--- config.mk ---
export PLATFORM = sky130hd
export DESIGN_NAME = i2c_master_byte_engine_flat
export DESIGN_NICKNAME = d
export VERILOG_FILES = /design/src/hw/rtl/i2cm_pkg.sv /design/src/hw/rtl/i2cm_ifs.sv /design/src/hw/rtl/i2c_master_byte_engine.sv /design/src/hw/rtl/i2cm_front.sv /design/src/hw/rtl/i2cm_back.sv /design/src/flat_wrapper.sv
export SDC_FILE = /design/constraint.sdc
export NUM_CORES = 1
export LEC_CHECK = 0
export BUFFER_PORTS_ARGS = -buffer_cell sky130_fd_sc_hd__buf_2
export CAP_MARGIN = 10
export CORE_AREA = 3 3 135 137
export DETAILED_ROUTE_END_ITERATION = 8
export DIE_AREA = 0 0 138 140
export PLACE_DENSITY = 0.56
export SYNTH_ARGS = -nofsm -noshare
export SYNTH_HDL_FRONTEND = slang
export SYNTH_SLANG_ARGS = --single-unit
--- constraint.sdc ---
create_clock -name clk -period 6.59 [get_ports clk]
set_input_delay 1.977 -clock clk [delete_from_list [all_inputs] [get_ports clk]]
set_output_delay 1.977 -clock clk [all_outputs]
set_load 0.05 [all_outputs]
--- src/hw/rtl/i2cm_pkg.sv ---
// Shared types and constants for the I2C master byte engine.
// No dependencies; the top, front and back RTL files import this package.
`timescale 1ns / 1ps
`default_nettype none

package i2cm_pkg;

    // Byte framing
    localparam int BITS_PER_BYTE = 8;
    localparam int BIT_IDX_W     = $clog2(BITS_PER_BYTE) + 1;

    // Register file
    localparam int TICKS_W     = 10;
    localparam int TIMEOUT_W   = 8;
    localparam int CFG_DATA_W  = 10;
    localparam int CFG_INDEX_W = 1;
    localparam logic [CFG_INDEX_W-1:0] CFG_TICKS_PER_US = 1'd0;
    localparam logic [CFG_INDEX_W-1:0] CFG_ACK_TIMEOUT  = 1'd1;
    localparam logic [TICKS_W-1:0]     TICKS_RESET      = 10'd50;
    localparam logic [TIMEOUT_W-1:0]   TIMEOUT_RESET    = 8'd250;

    // Bus delay counter: up to 4 us of ticks
    localparam int DELAY_W = 12;

    // Command queue between front and back
    localparam int QUEUE_DEPTH = 2;
    localparam int QPTR_W      = $clog2(QUEUE_DEPTH);
    localparam int QCNT_W      = $clog2(QUEUE_DEPTH + 1);

    // Command codes
    typedef enum logic [2:0] {
        MODE_START    = 3'd0,
        MODE_STOP     = 3'd1,
        MODE_WRITE    = 3'd2,
        MODE_READ     = 3'd3,
        MODE_WAIT_ACK = 3'd4
    } mode_t;

    // Engine phases
    typedef enum logic [3:0] {
        PH_IDLE, PH_ST_A, PH_ST_B, PH_SP_A, PH_SP_B, PH_W_LOW, PH_W_HIGH,
        PH_W_TAIL, PH_R_LOW, PH_R_SAMPLE, PH_R_HIGH, PH_A_LOW, PH_A_HIGH,
        PH_WA_REL, PH_WA_RISE, PH_WA_POLL
    } phase_t;

    // One classified tick as it sits in the queue
    typedef struct packed {
        logic       cmd_ok;
        mode_t      mode;
        logic [7:0] write_data;
        logic       send_ack;
        logic       sda_level;
    } tick_entry_t;

endpackage

`default_nettype wire

--- src/hw/rtl/i2cm_ifs.sv ---
// Channel interfaces: tick beats in, line/status beats out.
// Depends on nothing but plain logic types.
`timescale 1ns / 1ps
`default_nettype none

interface i2cm_tick_if;
    logic       valid;
    logic       ready;
    logic       cmd_valid;
    logic [2:0] mode;
    logic [7:0] write_data;
    logic       send_ack;
    logic       sda_level;

    modport source (output valid, cmd_valid, mode, write_data, send_ack, sda_level,
                    input ready);
    modport sink   (input valid, cmd_valid, mode, write_data, send_ack, sda_level,
                    output ready);
endinterface

interface i2cm_line_if;
    logic       valid;
    logic       ready;
    logic       scl_out;
    logic       sda_out;
    logic       sda_enable;
    logic       busy_res;
    logic       done_res;
    logic [7:0] read_value;
    logic       ack_failed;

    modport source (output valid, scl_out, sda_out, sda_enable, busy_res, done_res,
                    read_value, ack_failed, input ready);
    modport sink   (input valid, scl_out, sda_out, sda_enable, busy_res, done_res,
                    read_value, ack_failed, output ready);
endinterface

`default_nettype wire

--- src/hw/rtl/i2c_master_byte_engine.sv ---
// Top level of the I2C master byte engine: front queue plus bus sequencer.
// Depends on i2cm_pkg, i2cm_ifs, i2cm_front and i2cm_back.
//
//  Channel   Dir   Handshake          Beat contents
//  tick      in    valid/ready        cmd_valid, mode, write_data, send_ack, sda_level
//  line      out   valid/ready        scl_out, sda_out, sda_enable, busy_res,
//                                     done_res, read_value, ack_failed
//  cfg       in    cfg_write only     cfg_index, cfg_data
//
// One tick beat is taken per cycle while the queue has room and gives one line
// beat; the beat passes the two-entry queue and then the sequencer's registers,
// which are also the output register.
// Reset clears the queue and puts the bus at idle: SCL and SDA driven high.
// A stall on line backs up into the queue; tick ready drops when it is full.
`timescale 1ns / 1ps
`default_nettype none

module i2c_master_byte_engine (
    input  wire logic                              clk,
    input  wire logic                              rst_n,
    input  wire logic                              cfg_write,
    input  wire logic [i2cm_pkg::CFG_INDEX_W-1:0]  cfg_index,
    input  wire logic [i2cm_pkg::CFG_DATA_W-1:0]   cfg_data,
    i2cm_tick_if.sink                              tick,
    i2cm_line_if.source                            line
);
    import i2cm_pkg::*;

    tick_entry_t q_entry;
    logic        q_valid;
    logic        q_pop;

    // Classify and queue
    i2cm_front u_front (
        .clk     (clk),
        .rst_n   (rst_n),
        .tick    (tick),
        .q_entry (q_entry),
        .q_valid (q_valid),
        .q_pop   (q_pop)
    );

    // Sequence the bus
    i2cm_back u_back (
        .clk       (clk),
        .rst_n     (rst_n),
        .cfg_write (cfg_write),
        .cfg_index (cfg_index),
        .cfg_data  (cfg_data),
        .q_entry   (q_entry),
        .q_valid   (q_valid),
        .q_pop     (q_pop),
        .line      (line)
    );

endmodule

`default_nettype wire

--- src/hw/rtl/i2cm_front.sv ---
// Front end: takes tick beats, classifies the command and queues them.
// Depends on i2cm_pkg and i2cm_tick_if.
`timescale 1ns / 1ps
`default_nettype none

module i2cm_front (
    input  wire logic                 clk,
    input  wire logic                 rst_n,
    i2cm_tick_if.sink                 tick,
    output i2cm_pkg::tick_entry_t     q_entry,
    output logic                      q_valid,
    input  wire logic                 q_pop
);
    import i2cm_pkg::*;

    tick_entry_t         mem_reg [QUEUE_DEPTH];
    logic [QPTR_W-1:0]   wr_ptr_reg, wr_ptr_next;
    logic [QPTR_W-1:0]   rd_ptr_reg, rd_ptr_next;
    logic [QCNT_W-1:0]   count_reg, count_next;
    logic                push;
    tick_entry_t         classified;

    // Classify: only known modes with cmd_valid count as a command
    always_comb
    begin
        classified.cmd_ok     = tick.cmd_valid && (tick.mode <= MODE_WAIT_ACK);
        classified.mode       = mode_t'(tick.mode);
        classified.write_data = tick.write_data;
        classified.send_ack   = tick.send_ack;
        classified.sda_level  = tick.sda_level;
    end

    assign tick.ready = (count_reg != QCNT_W'(QUEUE_DEPTH));
    assign push       = tick.valid && tick.ready;
    assign q_valid    = (count_reg != '0);
    assign q_entry    = mem_reg[rd_ptr_reg];

    // Pointer and fill count update
    always_comb
    begin
        wr_ptr_next = push  ? wr_ptr_reg + QPTR_W'(1) : wr_ptr_reg;
        rd_ptr_next = q_pop ? rd_ptr_reg + QPTR_W'(1) : rd_ptr_reg;
        count_next  = count_reg;
        if (push && !q_pop)
        begin
            count_next = count_reg + QCNT_W'(1);
        end
        else if (!push && q_pop)
        begin
            count_next = count_reg - QCNT_W'(1);
        end
    end

    always_ff @(posedge clk or negedge rst_n)
    begin
        if (!rst_n)
        begin
            wr_ptr_reg <= '0;
            rd_ptr_reg <= '0;
            count_reg  <= '0;
        end
        else
        begin
            wr_ptr_reg <= wr_ptr_next;
            rd_ptr_reg <= rd_ptr_next;
            count_reg  <= count_next;
        end
    end

    // Queue storage, no reset needed
    always_ff @(posedge clk)
    begin
        if (push)
        begin
            mem_reg[wr_ptr_reg] <= classified;
        end
    end

    // A pop never comes from an empty queue
    a_no_underflow: assert property (@(posedge clk) disable iff (!rst_n)
        q_pop |-> count_reg != '0)
        else $error("queue popped while empty");

    // Fill count rises by one on a push without a pop
    a_count_track: assert property (@(posedge clk) disable iff (!rst_n)
        (push && !q_pop) |=> count_reg == $past(count_reg) + QCNT_W'(1))
        else $error("queue count lost a push");

endmodule

`default_nettype wire

--- src/hw/rtl/i2cm_back.sv ---
// Back end: bus phase sequencer, config registers and output beat register.
// Depends on i2cm_pkg and i2cm_line_if.
`timescale 1ns / 1ps
`default_nettype none

module i2cm_back (
    input  wire logic                              clk,
    input  wire logic                              rst_n,
    input  wire logic                              cfg_write,
    input  wire logic [i2cm_pkg::CFG_INDEX_W-1:0]  cfg_index,
    input  wire logic [i2cm_pkg::CFG_DATA_W-1:0]   cfg_data,
    input  wire i2cm_pkg::tick_entry_t             q_entry,
    input  wire logic                              q_valid,
    output logic                                   q_pop,
    i2cm_line_if.source                            line
);
    import i2cm_pkg::*;

    // Config
    logic [TICKS_W-1:0]   ticks_reg;
    logic [TIMEOUT_W-1:0] timeout_reg;

    // Engine state
    phase_t               phase_reg, phase_next;
    logic [DELAY_W-1:0]   delay_reg, delay_next;
    logic [BIT_IDX_W-1:0] bit_reg, bit_next;
    logic [7:0]           tx_reg, tx_next;
    logic [7:0]           rx_reg, rx_next;
    logic [7:0]           wait_reg, wait_next;
    logic                 scl_reg, scl_next;
    logic                 sda_lvl_reg, sda_lvl_next;
    logic                 sda_en_reg, sda_en_next;
    logic                 ack_reg, ack_next;
    logic                 fail_reg, fail_next;
    logic                 done_reg, done_next;
    logic                 out_valid_reg, out_valid_next;

    // Helpers
    logic [TICKS_W-1:0]   ticks_eff;
    logic [DELAY_W-1:0]   dly_1us, dly_2us, dly_4us;
    logic                 delay_live;
    logic [BIT_IDX_W-1:0] bit_inc;
    logic                 last_bit;
    logic                 timeout_hit;

    assign ticks_eff   = (ticks_reg == '0) ? TICKS_W'(1) : ticks_reg;
    assign dly_1us     = DELAY_W'(ticks_eff);
    assign dly_2us     = DELAY_W'({ticks_eff, 1'b0});
    assign dly_4us     = DELAY_W'({ticks_eff, 2'b00});
    assign delay_live  = (delay_reg > DELAY_W'(1));
    assign bit_inc     = bit_reg + BIT_IDX_W'(1);
    assign last_bit    = (bit_inc >= BIT_IDX_W'(BITS_PER_BYTE));
    assign timeout_hit = (wait_reg >= timeout_reg);

    // Output register frees up when empty or being taken
    assign q_pop = q_valid && (!out_valid_reg || line.ready);

    // Config writes
    always_ff @(posedge clk or negedge rst_n)
    begin
        if (!rst_n)
        begin
            ticks_reg   <= TICKS_RESET;
            timeout_reg <= TIMEOUT_RESET;
        end
        else if (cfg_write)
        begin
            unique case (cfg_index)
                CFG_TICKS_PER_US: ticks_reg   <= cfg_data[TICKS_W-1:0];
                CFG_ACK_TIMEOUT:  timeout_reg <= cfg_data[TIMEOUT_W-1:0];
                default:          ;
            endcase
        end
    end

    // Next phase
    always_comb
    begin
        phase_next = phase_reg;
        if (q_pop)
        begin
            unique case (phase_reg)
                PH_IDLE:
                begin
                    if (q_entry.cmd_ok)
                    begin
                        unique case (q_entry.mode)
                            MODE_START:    phase_next = PH_ST_A;
                            MODE_STOP:     phase_next = PH_SP_A;
                            MODE_WRITE:    phase_next = PH_W_LOW;
                            MODE_READ:     phase_next = PH_R_LOW;
                            MODE_WAIT_ACK: phase_next = PH_WA_REL;
                            default:       phase_next = PH_IDLE;
                        endcase
                    end
                end
                PH_R_SAMPLE: phase_next = PH_R_HIGH;
                PH_WA_POLL:
                begin
                    if (!q_entry.sda_level)
                    begin
                        phase_next = PH_IDLE;
                    end
                    else if (timeout_hit)
                    begin
                        phase_next = PH_SP_A;
                    end
                end
                default:
                begin
                    if (!delay_live)
                    begin
                        unique case (phase_reg)
                            PH_ST_A:    phase_next = PH_ST_B;
                            PH_SP_A:    phase_next = PH_SP_B;
                            PH_W_LOW:   phase_next = PH_W_HIGH;
                            PH_W_HIGH:  phase_next = PH_W_TAIL;
                            PH_W_TAIL:  phase_next = last_bit ? PH_IDLE : PH_W_LOW;
                            PH_R_LOW:   phase_next = PH_R_SAMPLE;
                            PH_R_HIGH:  phase_next = last_bit ? PH_A_LOW : PH_R_LOW;
                            PH_A_LOW:   phase_next = PH_A_HIGH;
                            PH_WA_REL:  phase_next = PH_WA_RISE;
                            PH_WA_RISE: phase_next = PH_WA_POLL;
                            default:    phase_next = PH_IDLE;
                        endcase
                    end
                end
            endcase
        end
    end

    // Line drive, counters and shift registers
    always_comb
    begin
        delay_next   = delay_reg;
        bit_next     = bit_reg;
        tx_next      = tx_reg;
        rx_next      = rx_reg;
        wait_next    = wait_reg;
        scl_next     = scl_reg;
        sda_lvl_next = sda_lvl_reg;
        sda_en_next  = sda_en_reg;
        ack_next     = ack_reg;
        fail_next    = fail_reg;
        done_next    = done_reg;
        if (q_pop)
        begin
            done_next = 1'b0;
            unique case (phase_reg)
                PH_IDLE:
                begin
                    if (q_entry.cmd_ok)
                    begin
                        unique case (q_entry.mode)
                            MODE_START:
                            begin
                                sda_en_next  = 1'b1;
                                sda_lvl_next = 1'b1;
                                scl_next     = 1'b1;
                                delay_next   = dly_4us;
                            end
                            MODE_STOP:
                            begin
                                scl_next     = 1'b0;
                                sda_lvl_next = 1'b0;
                                sda_en_next  = 1'b1;
                                delay_next   = dly_4us;
                            end
                            MODE_WRITE:
                            begin
                                sda_en_next  = 1'b1;
                                scl_next     = 1'b0;
                                bit_next     = '0;
                                sda_lvl_next = q_entry.write_data[7];
                                tx_next      = {q_entry.write_data[6:0], 1'b0};
                                delay_next   = dly_2us;
                            end
                            MODE_READ:
                            begin
                                sda_en_next = 1'b0;
                                scl_next    = 1'b0;
                                bit_next    = '0;
                                rx_next     = '0;
                                ack_next    = q_entry.send_ack;
                                delay_next  = dly_2us;
                            end
                            MODE_WAIT_ACK:
                            begin
                                fail_next    = 1'b0;
                                sda_en_next  = 1'b0;
                                sda_lvl_next = 1'b1;
                                delay_next   = dly_1us;
                            end
                            default: ;
                        endcase
                    end
                end
                // Sample SDA one tick after SCL rose
                PH_R_SAMPLE:
                begin
                    rx_next    = {rx_reg[6:0], q_entry.sda_level};
                    delay_next = dly_1us;
                end
                // ACK poll: low SDA ends, timeout turns into a stop
                PH_WA_POLL:
                begin
                    if (!q_entry.sda_level)
                    begin
                        scl_next  = 1'b0;
                        done_next = 1'b1;
                    end
                    else if (timeout_hit)
                    begin
                        fail_next    = 1'b1;
                        scl_next     = 1'b0;
                        sda_lvl_next = 1'b0;
                        sda_en_next  = 1'b1;
                        delay_next   = dly_4us;
                    end
                    else
                    begin
                        wait_next = wait_reg + 8'd1;
                    end
                end
                default:
                begin
                    if (delay_live)
                    begin
                        delay_next = delay_reg - DELAY_W'(1);
                    end
                    else
                    begin
                        // Timed phase expired
                        case (phase_reg)
                            PH_ST_A:
                            begin
                                sda_lvl_next = 1'b0;
                                delay_next   = dly_4us;
                            end
                            PH_ST_B:
                            begin
                                scl_next  = 1'b0;
                                done_next = 1'b1;
                            end
                            PH_SP_A:
                            begin
                                scl_next     = 1'b1;
                                sda_lvl_next = 1'b1;
                                delay_next   = dly_4us;
                            end
                            PH_SP_B: done_next = 1'b1;
                            PH_W_LOW, PH_A_LOW:
                            begin
                                scl_next   = 1'b1;
                                delay_next = dly_2us;
                            end
                            PH_W_HIGH:
                            begin
                                scl_next   = 1'b0;
                                delay_next = dly_2us;
                            end
                            PH_W_TAIL:
                            begin
                                bit_next = bit_inc;
                                if (last_bit)
                                begin
                                    done_next = 1'b1;
                                end
                                else
                                begin
                                    sda_lvl_next = tx_reg[7];
                                    tx_next      = {tx_reg[6:0], 1'b0};
                                    delay_next   = dly_2us;
                                end
                            end
                            PH_R_LOW: scl_next = 1'b1;
                            PH_R_HIGH:
                            begin
                                bit_next   = bit_inc;
                                scl_next   = 1'b0;
                                delay_next = dly_2us;
                                if (last_bit)
                                begin
                                    sda_en_next  = 1'b1;
                                    sda_lvl_next = !ack_reg;
                                end
                            end
                            PH_A_HIGH:
                            begin
                                scl_next  = 1'b0;
                                done_next = 1'b1;
                            end
                            PH_WA_REL:
                            begin
                                scl_next   = 1'b1;
                                delay_next = dly_1us;
                            end
                            PH_WA_RISE: wait_next = '0;
                            default: ;
                        endcase
                    end
                end
            endcase
        end
    end

    // Output beat valid
    always_comb
    begin
        out_valid_next = out_valid_reg;
        if (q_pop)
        begin
            out_valid_next = 1'b1;
        end
        else if (line.ready)
        begin
            out_valid_next = 1'b0;
        end
    end

    always_ff @(posedge clk or negedge rst_n)
    begin
        if (!rst_n)
        begin
            phase_reg     <= PH_IDLE;
            delay_reg     <= '0;
            bit_reg       <= '0;
            tx_reg        <= '0;
            rx_reg        <= '0;
            wait_reg      <= '0;
            scl_reg       <= 1'b1;
            sda_lvl_reg   <= 1'b1;
            sda_en_reg    <= 1'b1;
            ack_reg       <= 1'b0;
            fail_reg      <= 1'b0;
            done_reg      <= 1'b0;
            out_valid_reg <= 1'b0;
        end
        else
        begin
            phase_reg     <= phase_next;
            delay_reg     <= delay_next;
            bit_reg       <= bit_next;
            tx_reg        <= tx_next;
            rx_reg        <= rx_next;
            wait_reg      <= wait_next;
            scl_reg       <= scl_next;
            sda_lvl_reg   <= sda_lvl_next;
            sda_en_reg    <= sda_en_next;
            ack_reg       <= ack_next;
            fail_reg      <= fail_next;
            done_reg      <= done_next;
            out_valid_reg <= out_valid_next;
        end
    end

    // The engine state doubles as the output beat; it holds while stalled
    assign line.valid      = out_valid_reg;
    assign line.scl_out    = scl_reg;
    assign line.sda_out    = sda_lvl_reg;
    assign line.sda_enable = sda_en_reg;
    assign line.busy_res   = (phase_reg != PH_IDLE);
    assign line.done_res   = done_reg;
    assign line.read_value = rx_reg;
    assign line.ack_failed = fail_reg;

    // A done pulse always lands back in idle
    a_done_idle: assert property (@(posedge clk) disable iff (!rst_n)
        done_reg |-> phase_reg == PH_IDLE)
        else $error("done raised outside idle");

    // Bit counter never runs past one byte
    a_bit_range: assert property (@(posedge clk) disable iff (!rst_n)
        bit_reg <= BIT_IDX_W'(BITS_PER_BYTE))
        else $error("bit index overrun");

    // A sampled read bit is always followed by the SCL-high hold
    a_sample_step: assert property (@(posedge clk) disable iff (!rst_n)
        (q_pop && phase_reg == PH_R_SAMPLE) |=> phase_reg == PH_R_HIGH && scl_reg)
        else $error("read sample not followed by high hold");

endmodule

`default_nettype wire

--- src/flat_wrapper.sv ---
// flat-port wrapper written by rule: the top's interface ports become plain ports
module i2c_master_byte_engine_flat import i2cm_pkg::*;
  (clk, rst_n, cfg_write, cfg_index, cfg_data, tick_valid, tick_cmd_valid, tick_mode, tick_write_data, tick_send_ack, tick_sda_level, tick_ready, line_valid, line_scl_out, line_sda_out, line_sda_enable, line_busy_res, line_done_res, line_read_value, line_ack_failed, line_ready);
  i2cm_tick_if tick_i ();
  i2cm_line_if line_i ();
  input  wire logic clk;
  input  wire logic rst_n;
  input  wire logic cfg_write;
  input  wire logic [i2cm_pkg::CFG_INDEX_W-1:0] cfg_index;
  input  wire logic [i2cm_pkg::CFG_DATA_W-1:0] cfg_data;
  input wire logic [$bits(tick_i.valid)-1:0] tick_valid;
  input wire logic [$bits(tick_i.cmd_valid)-1:0] tick_cmd_valid;
  input wire logic [$bits(tick_i.mode)-1:0] tick_mode;
  input wire logic [$bits(tick_i.write_data)-1:0] tick_write_data;
  input wire logic [$bits(tick_i.send_ack)-1:0] tick_send_ack;
  input wire logic [$bits(tick_i.sda_level)-1:0] tick_sda_level;
  output wire logic [$bits(tick_i.ready)-1:0] tick_ready;
  output wire logic [$bits(line_i.valid)-1:0] line_valid;
  output wire logic [$bits(line_i.scl_out)-1:0] line_scl_out;
  output wire logic [$bits(line_i.sda_out)-1:0] line_sda_out;
  output wire logic [$bits(line_i.sda_enable)-1:0] line_sda_enable;
  output wire logic [$bits(line_i.busy_res)-1:0] line_busy_res;
  output wire logic [$bits(line_i.done_res)-1:0] line_done_res;
  output wire logic [$bits(line_i.read_value)-1:0] line_read_value;
  output wire logic [$bits(line_i.ack_failed)-1:0] line_ack_failed;
  input wire logic [$bits(line_i.ready)-1:0] line_ready;
  assign tick_i.valid = tick_valid;
  assign tick_i.cmd_valid = tick_cmd_valid;
  assign tick_i.mode = tick_mode;
  assign tick_i.write_data = tick_write_data;
  assign tick_i.send_ack = tick_send_ack;
  assign tick_i.sda_level = tick_sda_level;
  assign tick_ready = tick_i.ready;
  assign line_valid = line_i.valid;
  assign line_scl_out = line_i.scl_out;
  assign line_sda_out = line_i.sda_out;
  assign line_sda_enable = line_i.sda_enable;
  assign line_busy_res = line_i.busy_res;
  assign line_done_res = line_i.done_res;
  assign line_read_value = line_i.read_value;
  assign line_ack_failed = line_i.ack_failed;
  assign line_i.ready = line_ready;
  i2c_master_byte_engine u_core (.clk(clk), .rst_n(rst_n), .cfg_write(cfg_write), .cfg_index(cfg_index), .cfg_data(cfg_data), .tick(tick_i), .line(line_i));
endmodule
## Word-level counts from Yosys, hierarchy flattened

Memories as Yosys holds them, arrays and structs flattened.
Index checks and enable logic that the tools add are counted.

- $add $sub $neg: 7
- Magnitude comparators: 4
- Equal/unequal tests: 41
- Muxes and demuxes: 74
- Bitwise gates (word level): 4
- Reduce and logical (&&, ||, !) cells: 54

Operators with widths:

| kind | count |
|---|---|
| 8-bit two-way mux | 11 |
| 12-bit one-hot mux with 3 select lines | 2 |
| 12-bit two-way mux | 5 |
| 12-bit one-hot mux with 4 select lines | 1 |
| 8-bit one-hot mux with 2 select lines | 3 |
| 4-bit one-hot mux with 10 select lines | 1 |
| 4-bit equality test, second input constant | 8 |
| 4-bit two-way mux | 8 |
| 1-bit two-way mux | 24 |
| 7-bit AND reduction | 3 |
| 4-bit one-hot mux with 5 select lines | 1 |
| 6-bit AND reduction | 3 |
| 4-bit by 3-bit equality test with 1-bit output, second input constant | 4 |
| 2-bit nonzero test | 8 |
| 2-bit OR reduction | 8 |
| 2-bit by 1-bit inequality test with 1-bit output, second input constant | 7 |
| 12-bit by 1-bit greater-than comparator with 1-bit output, second input constant | 1 |
| 1-bit one-hot mux with 2 select lines | 6 |
| 1-bit one-hot mux with 3 select lines | 4 |
| 4-bit one-hot mux with 3 select lines | 1 |
| 4-bit AND reduction | 3 |
| 12-bit by 1-bit subtractor with 12-bit output, second input constant | 1 |
| 10-bit zero test | 1 |
| 10-bit two-way mux | 1 |
| 42 further kinds | 69 |

- Register bits: 73
- RAM bits: 28
- Input bits: 30
- Output and inout port bits: 16
- Logic and storage cells: 203
- Memories: 1

Memories:

| name | depth | width | rd ports | clocked after memory_dff | wr ports | line | source |
|---|---|---|---|---|---|---|---|
| u_core.u_front.mem_reg | 2 | 14 | 1 | 0 | 1 | i2cm_front.sv:16 | `tick_entry_t mem_reg [QUEUE_DEPTH];` |

## Depth between registers and ports, before layout

- Depth in word-level cells: 6
- Gate-level depth with buffers: 11
- Depth with buffers taken out: 8

## By module

Synthesis repeated with hierarchy kept, for this count alone.

- Cell total of the unflattened synthesis: 603
- Area, all modules: 6,054.6 µm²

By module, submodules not included:

| module | instances | cells each | area each (µm²) | sequential area each (µm²) |
|---|---|---|---|---|
| i2cm_back | 1 | 539 | 4,785.8 | 1,716.6 |
| i2cm_front | 1 | 64 | 1,268.7 | 940.9 |

## Worst setup path before layout

OpenSTA, ideal clock, no wires.

- Path kind: register to output
- Start point: reg u_core.u_back.phase_reg[1]
- End point: out line_busy_res
- Arrival time: 1,352 ps
- Required time: 4,613 ps
- Setup slack: 3,261 ps
- Cell stages (with the launch flop): 4
- Path buffers: 1
- Cells stage by stage: dfrtp_1 > nor4_4 > inv_2 > clkbuf_1

- Cells in the longest elaborated chain, start to end: 1

Ends and longest elaborated chain:

| element | line | source |
|---|---|---|
| start: declaration | i2cm_back.sv:24 | `phase_t phase_reg, phase_next;` |
| start signal: assignment | i2cm_back.sv:341 | `phase_reg <= phase_next;` |
| 4-bit nonzero test | i2cm_back.sv:362 | `assign line.busy_res = (phase_reg != PH_IDLE);` |
| end: declaration | flat_wrapper.sv:22 | `output wire logic [$bits(line_i.busy_res)-1:0] line_busy_res;` |

No other way between the ends.

## Worst setup path after layout

- Start point: reg u_core.u_back.phase_reg[0]
- End point: out line_busy_res

Same word-level chain as after synthesis.

==> results.toml <==
[die]
rows = 48
start_util = 0.348
die_h_um = 140
pin_count = 46
die_x_um = 138
core_sq_um = 17200
fp.dieArea_sq_um = 19300

[yosys]
ys_seq_area_frac = 0.445
syn_area_sq_um = 5970
post_synth.cell_area_avg_sq_um = 10.1
yosys-top-cells-area = "dfrtp_1 (25%), edfxtp_1 (14%), dfstp_2 (5.3%)"
synth_top_cell_by_area = "dfrtp_1"
synth.top_cell.area_share = 0.251
synth_edf_count = 28
synth_compound_area_frac = 0.218
synthSimpleGateAreaFrac = 0.157
muxShareOfSynthArea = 0.0832
synth_ff_type = "dfrtp_1"
synth-adder-area-share = 0.0289
ys_warn_count = 0
synth_xor_area_frac = 0.0233
synth_cell_type_count = 82
synth_top_family_by_area = "compound AO/OA/AOI/OAI gates"
ys_ff_latch = 100
synthCells = 594
syn-num-nets = 637
synthArstFlopShare = 0.720

[final_layout]
fin_nets = 660
drive_gt1_frac = 0.201
multi_input_area_sq_um = 3050
antennaDiodeCount = 0
nFillCells = 1741
area_delta_synth_final_pct = 10.6
largest_reg_flops = 28
final-seq-area_sq_um = 2660
stdcell_count = 847
fin_util = 0.385

[timing]
hold_viol = 0
min_period_over_period = 0.596
setup_slack_ns = 2.67
setup_violations = 0
rsz0062_at_grt = "false"
finalMaxSlewViolations = 0
fin_tns_setup_ns = 0
fin_worst_skew_ns = 0.0135
tightest_slew_ns = 1.08
period_needed_ns = 3.92
fmax_mhz = 255
relSlewSlack = 0.275

[placed_design]
placedCellCount = 831
port_buffers = 45
gp_congestion = 0.873
preCtsSetupSlack_ns = 2.63
dp_hpwl_mm = 10.9

[min_path]
hold_path_class = "reg2reg"
hp-start = "u_core.u_back.tx_reg[6]$_DFFE_PN0P_"
holdPathEnd = "u_core.u_back.tx_reg[6]$_DFFE_PN0P_"
whs_path_depth = 1

[route]
drcViolationCount = 0
vias = 4797
viasPerCell = 5.66
wirelength_mm = 15.1
drt_first_pass_iters = 6
initialDrtViolationCount = 443
wire_per_inst_um = 17.8
ant_nets = 0

[run]
max-cap-violations = 0

[worst_setup_path]
worstReg2RegEnd = "u_core.u_back.delay_reg[7]$_DFFE_PN0P_"
cp.arrival_ns = 1.95
crit_slowest_cell = "dfrtp_1"
crit_chain = "nor4_4 > inv_2 > buf_2"
cp.required_ns = 4.61
critPathCaptureType = "primary output"
path_max_fanout = 23
cp-start-kind = "flip-flop"
ff2ff_path_depth = 6
slowest_delay_ns = 0.87
reg2reg_slack_ns = 3.30
criticalPathCategory = "reg2out"
r2r-start = "u_core.u_front.rd_ptr_reg$_DFFE_PN0P_"

[clocking]
h-tree-depth = 3
numCtsBuffers = 9
cts_root_buffer = "clkbuf_16"
ctsResizeCount = 0
hold_buffers = 0
clock-sinks = 100
clk_latency_ns = 0.36
clk_pin_slew_worst_paths_ns = 0.08
post_cts_buffers = 0
cts_buffer_depth = 2
cts_tree = "built"

[global_route]
grt_pass1_wl_mm = 25.0
grt_antenna_before_repair = 0
grt_use_total = 0.158
grt.overflow.total = 0
grt_pass1_vias = 4749
grt_max_degree = 73

[pwr]
power_density_nw_per_um2 = 410
pwr-share-comb = 0.435
vdd_ir_drop_max_v = 0.000205
intPower_mw = 1.50
totalPowerFinal_mw = 2.71
leakage_nw = 2.72
clkPwrFrac = 0.193
pwr-share-seq = 0.372
p_sw_frac = 0.446
p_switching_mw = 1.21

[status]
status = "finished clean"
## worst max-delay path: cells and delay by family (launching register included)
kind	cells	cell delay (ns)
buf+inv	2	0.61
simple gates	1	0.11
flops	1	0.87
## Yosys cell counts (4+ instances only)
| master | instances |
|---|---|
| a211oi_1 | 5 |
| a211oi_2 | 4 |
| a21o_1 | 5 |
| a21oi_1 | 31 |
| a221oi_1 | 6 |
| a22o_1 | 12 |
| a22oi_1 | 7 |
| a31oi_1 | 8 |
| and2_1 | 7 |
| and3_1 | 7 |
| buf_1 | 4 |
| buf_2 | 10 |
| buf_4 | 6 |
| clkbuf_1 | 14 |
| dfrtp_1 | 60 |
| dfstp_2 | 12 |
| edfxtp_1 | 28 |
| ha_1 | 13 |
| inv_1 | 18 |
| mux2_1 | 9 |
| mux2_2 | 21 |
| mux2i_1 | 13 |
| nand2_1 | 49 |
| nand2b_1 | 11 |
| nand3_1 | 12 |
| nand4_1 | 7 |
| nor2_1 | 51 |
| nor2b_1 | 6 |
| nor3_1 | 15 |
| o21ai_0 | 38 |
| o21ai_1 | 5 |
| o221ai_1 | 6 |
| o22ai_1 | 6 |
| o31ai_1 | 5 |
| xnor2_1 | 6 |
| xor2_1 | 8 |
## metal layers
layer	vias up	global-route usage	wire, um
met4	0	0.0520	326
met5	-	0	0
met1	2333	0.217	7060
li1	2289	-	-
met2	143	0.252	6990
met3	32	0.0290	728
## cell type report
cell class | instances | area share
flip-flops and latches | 100 | 0.402
clock buffers | 9 | 0.0341
repair buffers | 49 | 0.0386
clock inverters | 7 | 0.0104
well taps | 225 | 0.0426
multi-input cells | 438 | 0.461
inverters | 19 | 0.0108
## how the worst max path moves through the flow
stage                                                       from                                     end  slack [ns]
after CTS                 u_core.u_back.phase_reg[0]$_DFFE_PN0P_                           line_busy_res        2.65
after floorplan           u_core.u_back.phase_reg[1]$_DFFE_PN0P_                           line_busy_res        3.26
after detailed placement                              line_ready  u_core.u_back.delay_reg[7]$_DFFE_PN0P_        2.63
after global placement                                line_ready  u_core.u_back.delay_reg[7]$_DFFE_PN0P_        2.69
final                     u_core.u_back.phase_reg[0]$_DFFE_PN0P_                           line_busy_res        2.67
after global routing      u_core.u_back.phase_reg[0]$_DFFE_PN0P_                           line_busy_res        2.55
## placed cells by master (no fill, tap or decap), types with 15 or more instances in the layout
cell type,n
nor3_1,15
mux2_2,21
inv_1,18
edfxtp_1,28
a21oi_1,31
nor2_1,51
dfrtp_1,60
buf_2,45
o21ai_0,38
nand2_1,49
## power groups by stage
| stage | logic, mW | registers (mW) | clock network [mW] |
|---|---|---|---|
| final | 1.18 | 1.01 | 0.523 |
| after global routing | 1.30 | 1.03 | 0.566 |
| after CTS | 1.17 | 1.01 | 0.540 |
| after detailed placement | 1.17 | 1.02 | 0 |
| after global placement | 1.14 | 1.01 | 0 |
| after floorplan | 0.956 | 0.963 | 0 |
## cells by family (layout without fill, tap and decap cells)
| logic type | Yosys count | count (layout) |
|---|---|---|
| AND/OR/NAND/NOR | 185 | 185 |
| AO/OA/AOI/OAI | 179 | 179 |
| multiplexers | 45 | 45 |
| adder cells (fa/ha/maj) | 14 | 14 |
| buffers and inverters | 56 | 84 |
| XOR/XNOR | 15 | 15 |
| flip-flops | 100 | 100 |
## through the flow
| stage | cell area [sq um] | hold WS (ns) |
|---|---|---|
| floorplan | 5970 | 0.447 |
| CTS | 6610 | 0.498 |
| global placement | 6310 | 0.467 |
| finish | 6610 | 0.495 |
| detailed placement | 6310 | 0.482 |
| global route | 6610 | 0.520 |
(Power assumes the default switching activity.)
